--- src/hw/rtl/msi_pkg.sv ---
// ----------------------------------------------------------------------------
// msi_pkg
// shared types and codes for the msi snooping cache controller
// ----------------------------------------------------------------------------
package msi_pkg;

    typedef enum logic [1:0] {
        FUNC_PR_RD  = 2'd0,
        FUNC_PR_WR  = 2'd1,
        FUNC_BUS_RD = 2'd2,
        FUNC_BUS_RDX = 2'd3
    } t_func;

    typedef enum logic [1:0] {
        BREQ_NONE  = 2'd0,
        BREQ_BUSRD = 2'd1,
        BREQ_BUSRDX = 2'd2
    } t_breq;

    localparam logic [1:0] ST_INV = 2'd0;
    localparam logic [1:0] ST_SHR = 2'd1;
    localparam logic [1:0] ST_MOD = 2'd2;

    typedef enum logic [1:0] {
        S_IDLE,
        S_LOOK,
        S_OUT
    } t_ctl_state;

    typedef struct packed {
        logic       hit;
        logic [1:0] bus_request;
        logic       victim_writeback;
        logic       memory_access;
        logic       flush;
        logic       intervention;
        logic       invalidation;
    } t_result;

endpackage

--- src/hw/rtl/msi_state_mem.sv ---
// ----------------------------------------------------------------------------
// msi_state_mem
// per-set line states with a clearing pass after reset
// ----------------------------------------------------------------------------
module msi_state_mem #(
    parameter int SETS = 256,
    parameter int WAYS = 4
) (
    input  logic                           i_clk,
    input  logic                           i_rst_n,
    input  logic [$clog2(SETS+1)-1:0]      i_rd_set,
    output logic [WAYS-1:0][1:0]           o_rd_state,
    input  logic                           i_wr_en,
    input  logic [$clog2(SETS+1)-1:0]      i_wr_set,
    input  logic [WAYS-1:0][1:0]           i_wr_state,
    output logic                           o_busy
);
    import msi_pkg::*;
    localparam int SW = (SETS > 1) ? $clog2(SETS) : 1;
    localparam int CW = $clog2(SETS+1);

    logic [WAYS-1:0][1:0] r_mem [SETS];
    logic [CW-1:0]        r_clr;
    logic [CW-1:0]        n_clr;

    assign o_busy = (r_clr != CW'(SETS));
    assign n_clr  = o_busy ? r_clr + CW'(1) : r_clr;

    always_ff @(posedge i_clk) begin
        if (!i_rst_n) begin
            r_clr <= '0;
        end else begin
            r_clr <= n_clr;
        end
    end

    // clearing sweep has priority over functional writes
    always_ff @(posedge i_clk) begin
        if (o_busy) begin
            r_mem[r_clr[SW-1:0]] <= {WAYS{ST_INV}};
        end else if (i_wr_en) begin
            r_mem[i_wr_set[SW-1:0]] <= i_wr_state;
        end
        o_rd_state <= r_mem[i_rd_set[SW-1:0]];
    end
endmodule

--- config.mk ---
export PLATFORM = sky130hd
export DESIGN_NAME = msi_state_mem
export DESIGN_NICKNAME = d
export VERILOG_FILES = /design/src/hw/rtl/msi_pkg.sv /design/src/hw/rtl/msi_state_mem.sv
export SDC_FILE = /design/constraint.sdc
export NUM_CORES = 2
export LEC_CHECK = 0
export BUFFER_PORTS_ARGS = -buffer_cell sky130_fd_sc_hd__buf_2
export CORE_ASPECT_RATIO = 0.5
export CORE_MARGIN = 3
export CORE_UTILIZATION = 50
export CTS_CLUSTER_SIZE = 14
export DETAILED_ROUTE_END_ITERATION = 16
export PLACE_DENSITY = 0.7
export RECOVER_POWER = 25
export SETUP_SLACK_MARGIN = 0.15
export SYNTH_ARGS = -nofsm -noshare
export SYNTH_HDL_FRONTEND = slang
export SYNTH_SLANG_ARGS = --single-unit
--- constraint.sdc ---
create_clock -name i_clk -period 7.8 [get_ports i_clk]
set_input_delay 0 -clock i_clk [delete_from_list [all_inputs] [get_ports i_clk]]
set_output_delay 0 -clock i_clk [all_outputs]
set_load 0.05 [all_outputs]
## Word-level counts from Yosys, hierarchy flattened

Memory sizes are Yosys's and may differ from the RTL's. A register that Yosys moved wholly into a read port is not among the register bits.
Index checks and enable logic that the tools add are counted.

- RAM bits: 2,048
- Output and inout port bits: 9
- Word-level logic and storage cells: 13
- Input bits: 29
- Register bits: 9
- Memories: 1

Memories:

| name | words | bits a word | read ports | clocked after Yosys merged registers in | wr ports | line | source |
|---|---|---|---|---|---|---|---|
| r_mem | 256 | 8 | 1 | 1 | 1 | msi_state_mem.sv:22 | `logic [WAYS-1:0][1:0] r_mem [SETS];` |

- Add/subtract/negate cells: 1
- Multiplexer cells: 8
- Equal/unequal tests: 1
- Reduce and logical (&&, ||, !) cells: 1

Operators by type and width:

| kind | number |
|---|---|
| $mux 8 | 2 |
| $add 9x1->9 const B | 1 |
| $ne 9x9->1 const B | 1 |
| $reduce_or 8->1 | 1 |
| $mux 1 | 6 |

## Logic depth before layout (Yosys ltp)

- Depth after elaboration: 5
- Mapped depth: 11
- Depth with buffers taken out: 7

## Least setup slack after synthesis

OpenSTA, ideal clock, no wires.

- Path type: register -> register
- Start: register r_clr[2]
- End: memory r_mem[0][0] (netlist name) (data pin)
- Path slack: 2,418 ps
- Period minus slack after synthesis: 5,382 ps
- Cell stages (with the launch flop): 7
- Setup time: 866 ps
- Arrival: 4,516 ps
- Buffers on the path: 3
- Required time: 6,934 ps
- Cells stage by stage: dfxtp_1 -> buf_6 -> nor4_4 -> and4_1 -> buf_4 -> buf_4 -> and2_1

- Cells in the longest elaborated chain, start to end: 5

Ends and longest elaborated chain:

| item | line | source |
|---|---|---|
| start, declared | msi_state_mem.sv:23 | `logic [CW-1:0] r_clr;` |
| start signal, assigned | msi_state_mem.sv:33 | `r_clr <= n_clr;` |
| $ne 9x9->1 | msi_state_mem.sv:26 | `assign o_busy = (r_clr != CW'(SETS));` |
| $mux 1 | msi_state_mem.sv:39 | `if (o_busy) begin` |
| $mux 1 (not written as such) | msi_state_mem.sv:42 | `r_mem[i_wr_set[SW-1:0]] <= i_wr_state;` |
| $reduce_or 8->1 (no source line) | - |  |
| $mux 8 (no source line) | - |  |
| end, declared | msi_state_mem.sv:22 |  |

Every way passes these cells.

## Worst setup path after layout

- Start: register r_clr[2]
- End: memory r_mem[99][3] (netlist name) (enable)

- Cells in the longest elaborated chain, start to end: 5
- Elaborated cells on any way between the ends: 8
- Classes of those cells: eq/ne: 1; mux: 6; reduce/logical: 1

Ends and longest elaborated chain:

| item | line |
|---|---|
| $ne 9x9->1 | msi_state_mem.sv:26 |
| $mux 1 | msi_state_mem.sv:39 |
| $mux 1 (not written as such) | msi_state_mem.sv:42 |
| $reduce_or 8->1 (no source line) | - |
| $mux 8 (no source line) / $mux 1 (equally long branches) | - |

Several ways; a longest one is shown, not always the timed one.

==> metrics.md <==
| Metric | Value |
|---|---|
| Yosys warns | `0` |
| Final hold violation count | `0` |
| Commonest cells after routing, fill and taps aside | `edfxtp_1, mux4_2, nor2_1` |
| Post-route DRC | `0` |
| Post-cts resize count | `0` |
| Largest net degree at the start of global routing | `~220` |
| Die H | `289.1 um` |
| Outcome | `finished with violations` |
| Critical R2R Capture | `r_mem[99][3]$_DFFE_PP_` |
| Tmin final | `5099 ps` |
| Clock skew | `~31 ps` |
| Pwr Density | `around 240 mW/mm^2` |
| Setup TNS | `0 ps` |
| Placer Congestion | `0.8841` |
| Setup violators final | `0` |
| CTS Sinks | `roughly 2100` |
| Fill cell count | `~12000` |
| First-pass GRT wire length | `approximately 270000 um` |
| DR vias/cell | `6.385` |
| TritonCTS clock tree | `yes` |
| Clock slew at reported path FFs | `~60 ps` |
| Die W | `572.2 um` |
| Crit. End Element | `register` |
| CTS Buf Count | `between 150 and 200` |
| Worst IR Drop VDD | `around 0.27 mV` |
| Vias in the first global route | `39000` |
| Largest area contributor in the netlist | `edfxtp_1` |
| Gr ovfl total | `0` |
| Skew-Pair Late Insertion Delay | `810 ps` |
| Mux contribution to synthesized area | `0.1398` |
| Post-route setup slack | `~2700 ps` |
| Share of cells above drive strength 1 | `0.1984` |
| PortBufs | `35` |
| Mapped Cells | `slightly below 4000` |
| Async SR Flop Fraction | `0` |
| Max-cap violations | `1` |
| WP data arrival | `approximately 5500 ps` |
| Rows | `between 100 and 150` |
| Largest delay contributor family on the critical path | `simple AND/OR/NAND/NOR gates` |
| Initial antenna violation count | `11` |
| Max Slew Vio Count | `42` |
| Initial core utilization | `0.5056` |
| Area contributors post-synth | `edfxtp_1, mux4_2, mux2i_1` |
| # H-tree levels | `4` |
| Finished Layout Cells | `between 6000 and 7000` |
| R2R depth | `7` |
| Share of the synthesized area in the top cell type | `0.7674` |
| Flip-flop and latch count after synthesis | `slightly above 2000` |
| Main combinational cell family by area after synthesis | `multiplexers` |
| Core Region | `between 0.15 and 0.2 sq mm` |
| Slew Limit Headroom | `-0.8315` |
| Cell Area, Synth | `0.08014 sq mm` |
| Avg WL per Cell | `between 30 and 40 um` |
| Pre-CTS WS | `roughly 3800 ps` |
| WHS Path Cells | `2` |
| Slowest cell on the critical path | `clkbuf_1` |
| Synth Area in Adders | `0.0003122` |
| Pleak | `between 20 and 25 nW` |
| Routed via count | `between 30000 and 40000` |
| Most common library cell in the layout ignoring fill and taps | `edfxtp_1` |
| First DRT Iteration DRCs | `5067` |
| # hold bufs at CTS | `9` |
| XOR/XNOR share of the synthesized area | `0.0006557` |
| Synth-to-Final Area Change | `9.243%` |
| Gr usage total | `0.2237` |
| Crit-path cells | `nor4_1 > and4_1 > clkbuf_1 > nand3_1 > o21ai_2 > nand3_2 > nor2_1` |
| Total Power | `around 21 mW` |
| CTS Buffer Depth | `3` |
| Simple-gate share of the synthesized area | `0.02845` |
| RSZ-0062 raised after global routing | `false` |
| Hold Crit Class | `in -> reg` |
| Critical path buffers and inverters | `1` |
| CP max stage delay | `1080 ps` |
| R2R Setup Slk | `approximately 2700 ps` |
| Worst Hold Path EP | `r_mem[164][7]$_DFFE_PP_` |
| Syn_area_per_cell | `between 20 and 25 sq um` |
| EDFF count, synth | `approximately 2000` |
| Post-synth top flop | `edfxtp_1` |
| Total setup buffers inserted after CTS | `0` |
| Syn Nets | `3885` |
| Sequential area share after synthesis | `0.7716` |
| CP max FO | `26` |
| Worst path required time | `8220 ps` |
| HPWL Detailed | `about 110000 um` |
| Placed Instances | `5799` |
| Max frequency | `196.1 MHz` |
| Final period util | `0.6537` |
| Synth Area in Compound Gates | `0.04183` |
| Root buf cell | `clkbuf_16` |
| Startpoint Class | `register` |
| I/O pins | `38` |
| Layout net count | `just under 4000` |
| Crit path kind | `reg -> reg` |
| Routed WL | `~180000 um` |
| Hold slack | `between 30 and 40 ps` |
| Die footprint | `between 0.15 and 0.2 sq mm` |
| Pre-Repair DR Iteration Count | `5` |
| Post-route ant nets | `0` |
| Library cells used by synthesis | `69` |
| Failing checks | `max-capacitance violations, max-slew violations` |
| Hold Crit Start | `i_wr_state[7]` |
| Worst-margin pin slew | `2747 ps` |
| RR Startpoint | `r_clr[2]$_SDFFE_PN0P_` |
## stage by stage
stage / util / cell area [sq um]
6_report: 0.5523 / 87550
5_1_grt: 0.5523 / 87540
4_1_cts: 0.5525 / 87580
3_5_place_dp: 0.5189 / 82250
3_3_place_gp: 0.5189 / 82250
2_1_floorplan: - / 80140
## worst max path at each step
stage,start,to,slack (ps),cells past startpoint
4_1_cts,r_clr[2]$_SDFFE_PN0P_,r_mem[99][6]$_DFFE_PP_,3870,7
3_3_place_gp,i_rd_set[0],o_rd_state[2]$_DFF_P_,3880,8
2_1_floorplan,r_clr[2]$_SDFFE_PN0P_,r_mem[0][0]$_DFFE_PP_,2420,6
3_5_place_dp,i_rd_set[0],o_rd_state[2]$_DFF_P_,3770,8
6_report,r_clr[2]$_SDFFE_PN0P_,r_mem[99][3]$_DFFE_PP_,2700,7
5_1_grt,r_clr[2]$_SDFFE_PN0P_,r_mem[99][6]$_DFFE_PP_,2390,7
## layout make-up
| class | instances | area, sq um | share of cell area |
|---|---|---|---|
| tap | 2100 | 2628 | 0.03001 |
| timing repair buffer | 96 | 819.5 | 0.009361 |
| clock buffer | 243 | 4852 | 0.05542 |
| sequential | 2065 | 61840 | 0.7063 |
| inverter | 13 | 48.80 | 0.0005574 |
| clock inverter | 51 | 381.6 | 0.004359 |
| multi-input combinational | 1534 | 16970 | 0.1938 |
| antenna | 5 | 12.51 | 0.0001429 |
## cell usage after synthesis, drive strengths merged (17+ instances only)
cell type / instances
clkbuf: 72
nor3: 19
buf: 170
edfxtp: 2048
and2: 20
a21oi: 133
o22ai: 21
mux2i: 129
nand3: 24
nor2: 283
mux4: 436
nand2: 48
o21ai: 32
a22oi: 163
dfxtp: 17
nor4: 32
o221ai: 36
## where the power goes
part / switching, mW / leakage, nW / internal, mW
clock network: 3.81 / 2.54 / 4.43
registers: 0.0167 / 16.3 / 12.0
logic: 0.503 / 5.16 / 0.254
total: 4.32 / 24.0 / 16.7
## sequential cells by signal (all words and copies together), names as in the netlist
name,flops
o_rd_state,8
r_clr,9
r_mem,2048
## kinds of logic (layout without fill, tap and decap cells)
family                   Yosys count  count (layout)
buffers and inverters            255             403
adder cells (fa/ha/maj)            2               2
XOR/XNOR                           6               6
AND/OR/NAND/NOR                  471             471
flip-flops                      2065            2065
other                              0               5
multiplexers                     573             573
AO/OA/AOI/OAI                    482             482
## worst register-to-register path, delay by kind of cell, from the launching register on
kind	cells	cell delay, ps
AO/OA/AOI/OAI	1	230
flip-flops	1	430
AND/OR/NAND/NOR	5	3000
buffers and inverters	1	1080
## routing by layer
layer | vias up | global-route usage | share of wire
li1 | 16130 | - | -
met1 | 20570 | 0.3158 | 0.40
met2 | 1998 | 0.3526 | 0.48
met3 | 293 | 0.05140 | 0.098
met4 | 4 | 0.06658 | 0.026
met5 | - | 0 | 0.00013
(Power assumes the default switching activity.)
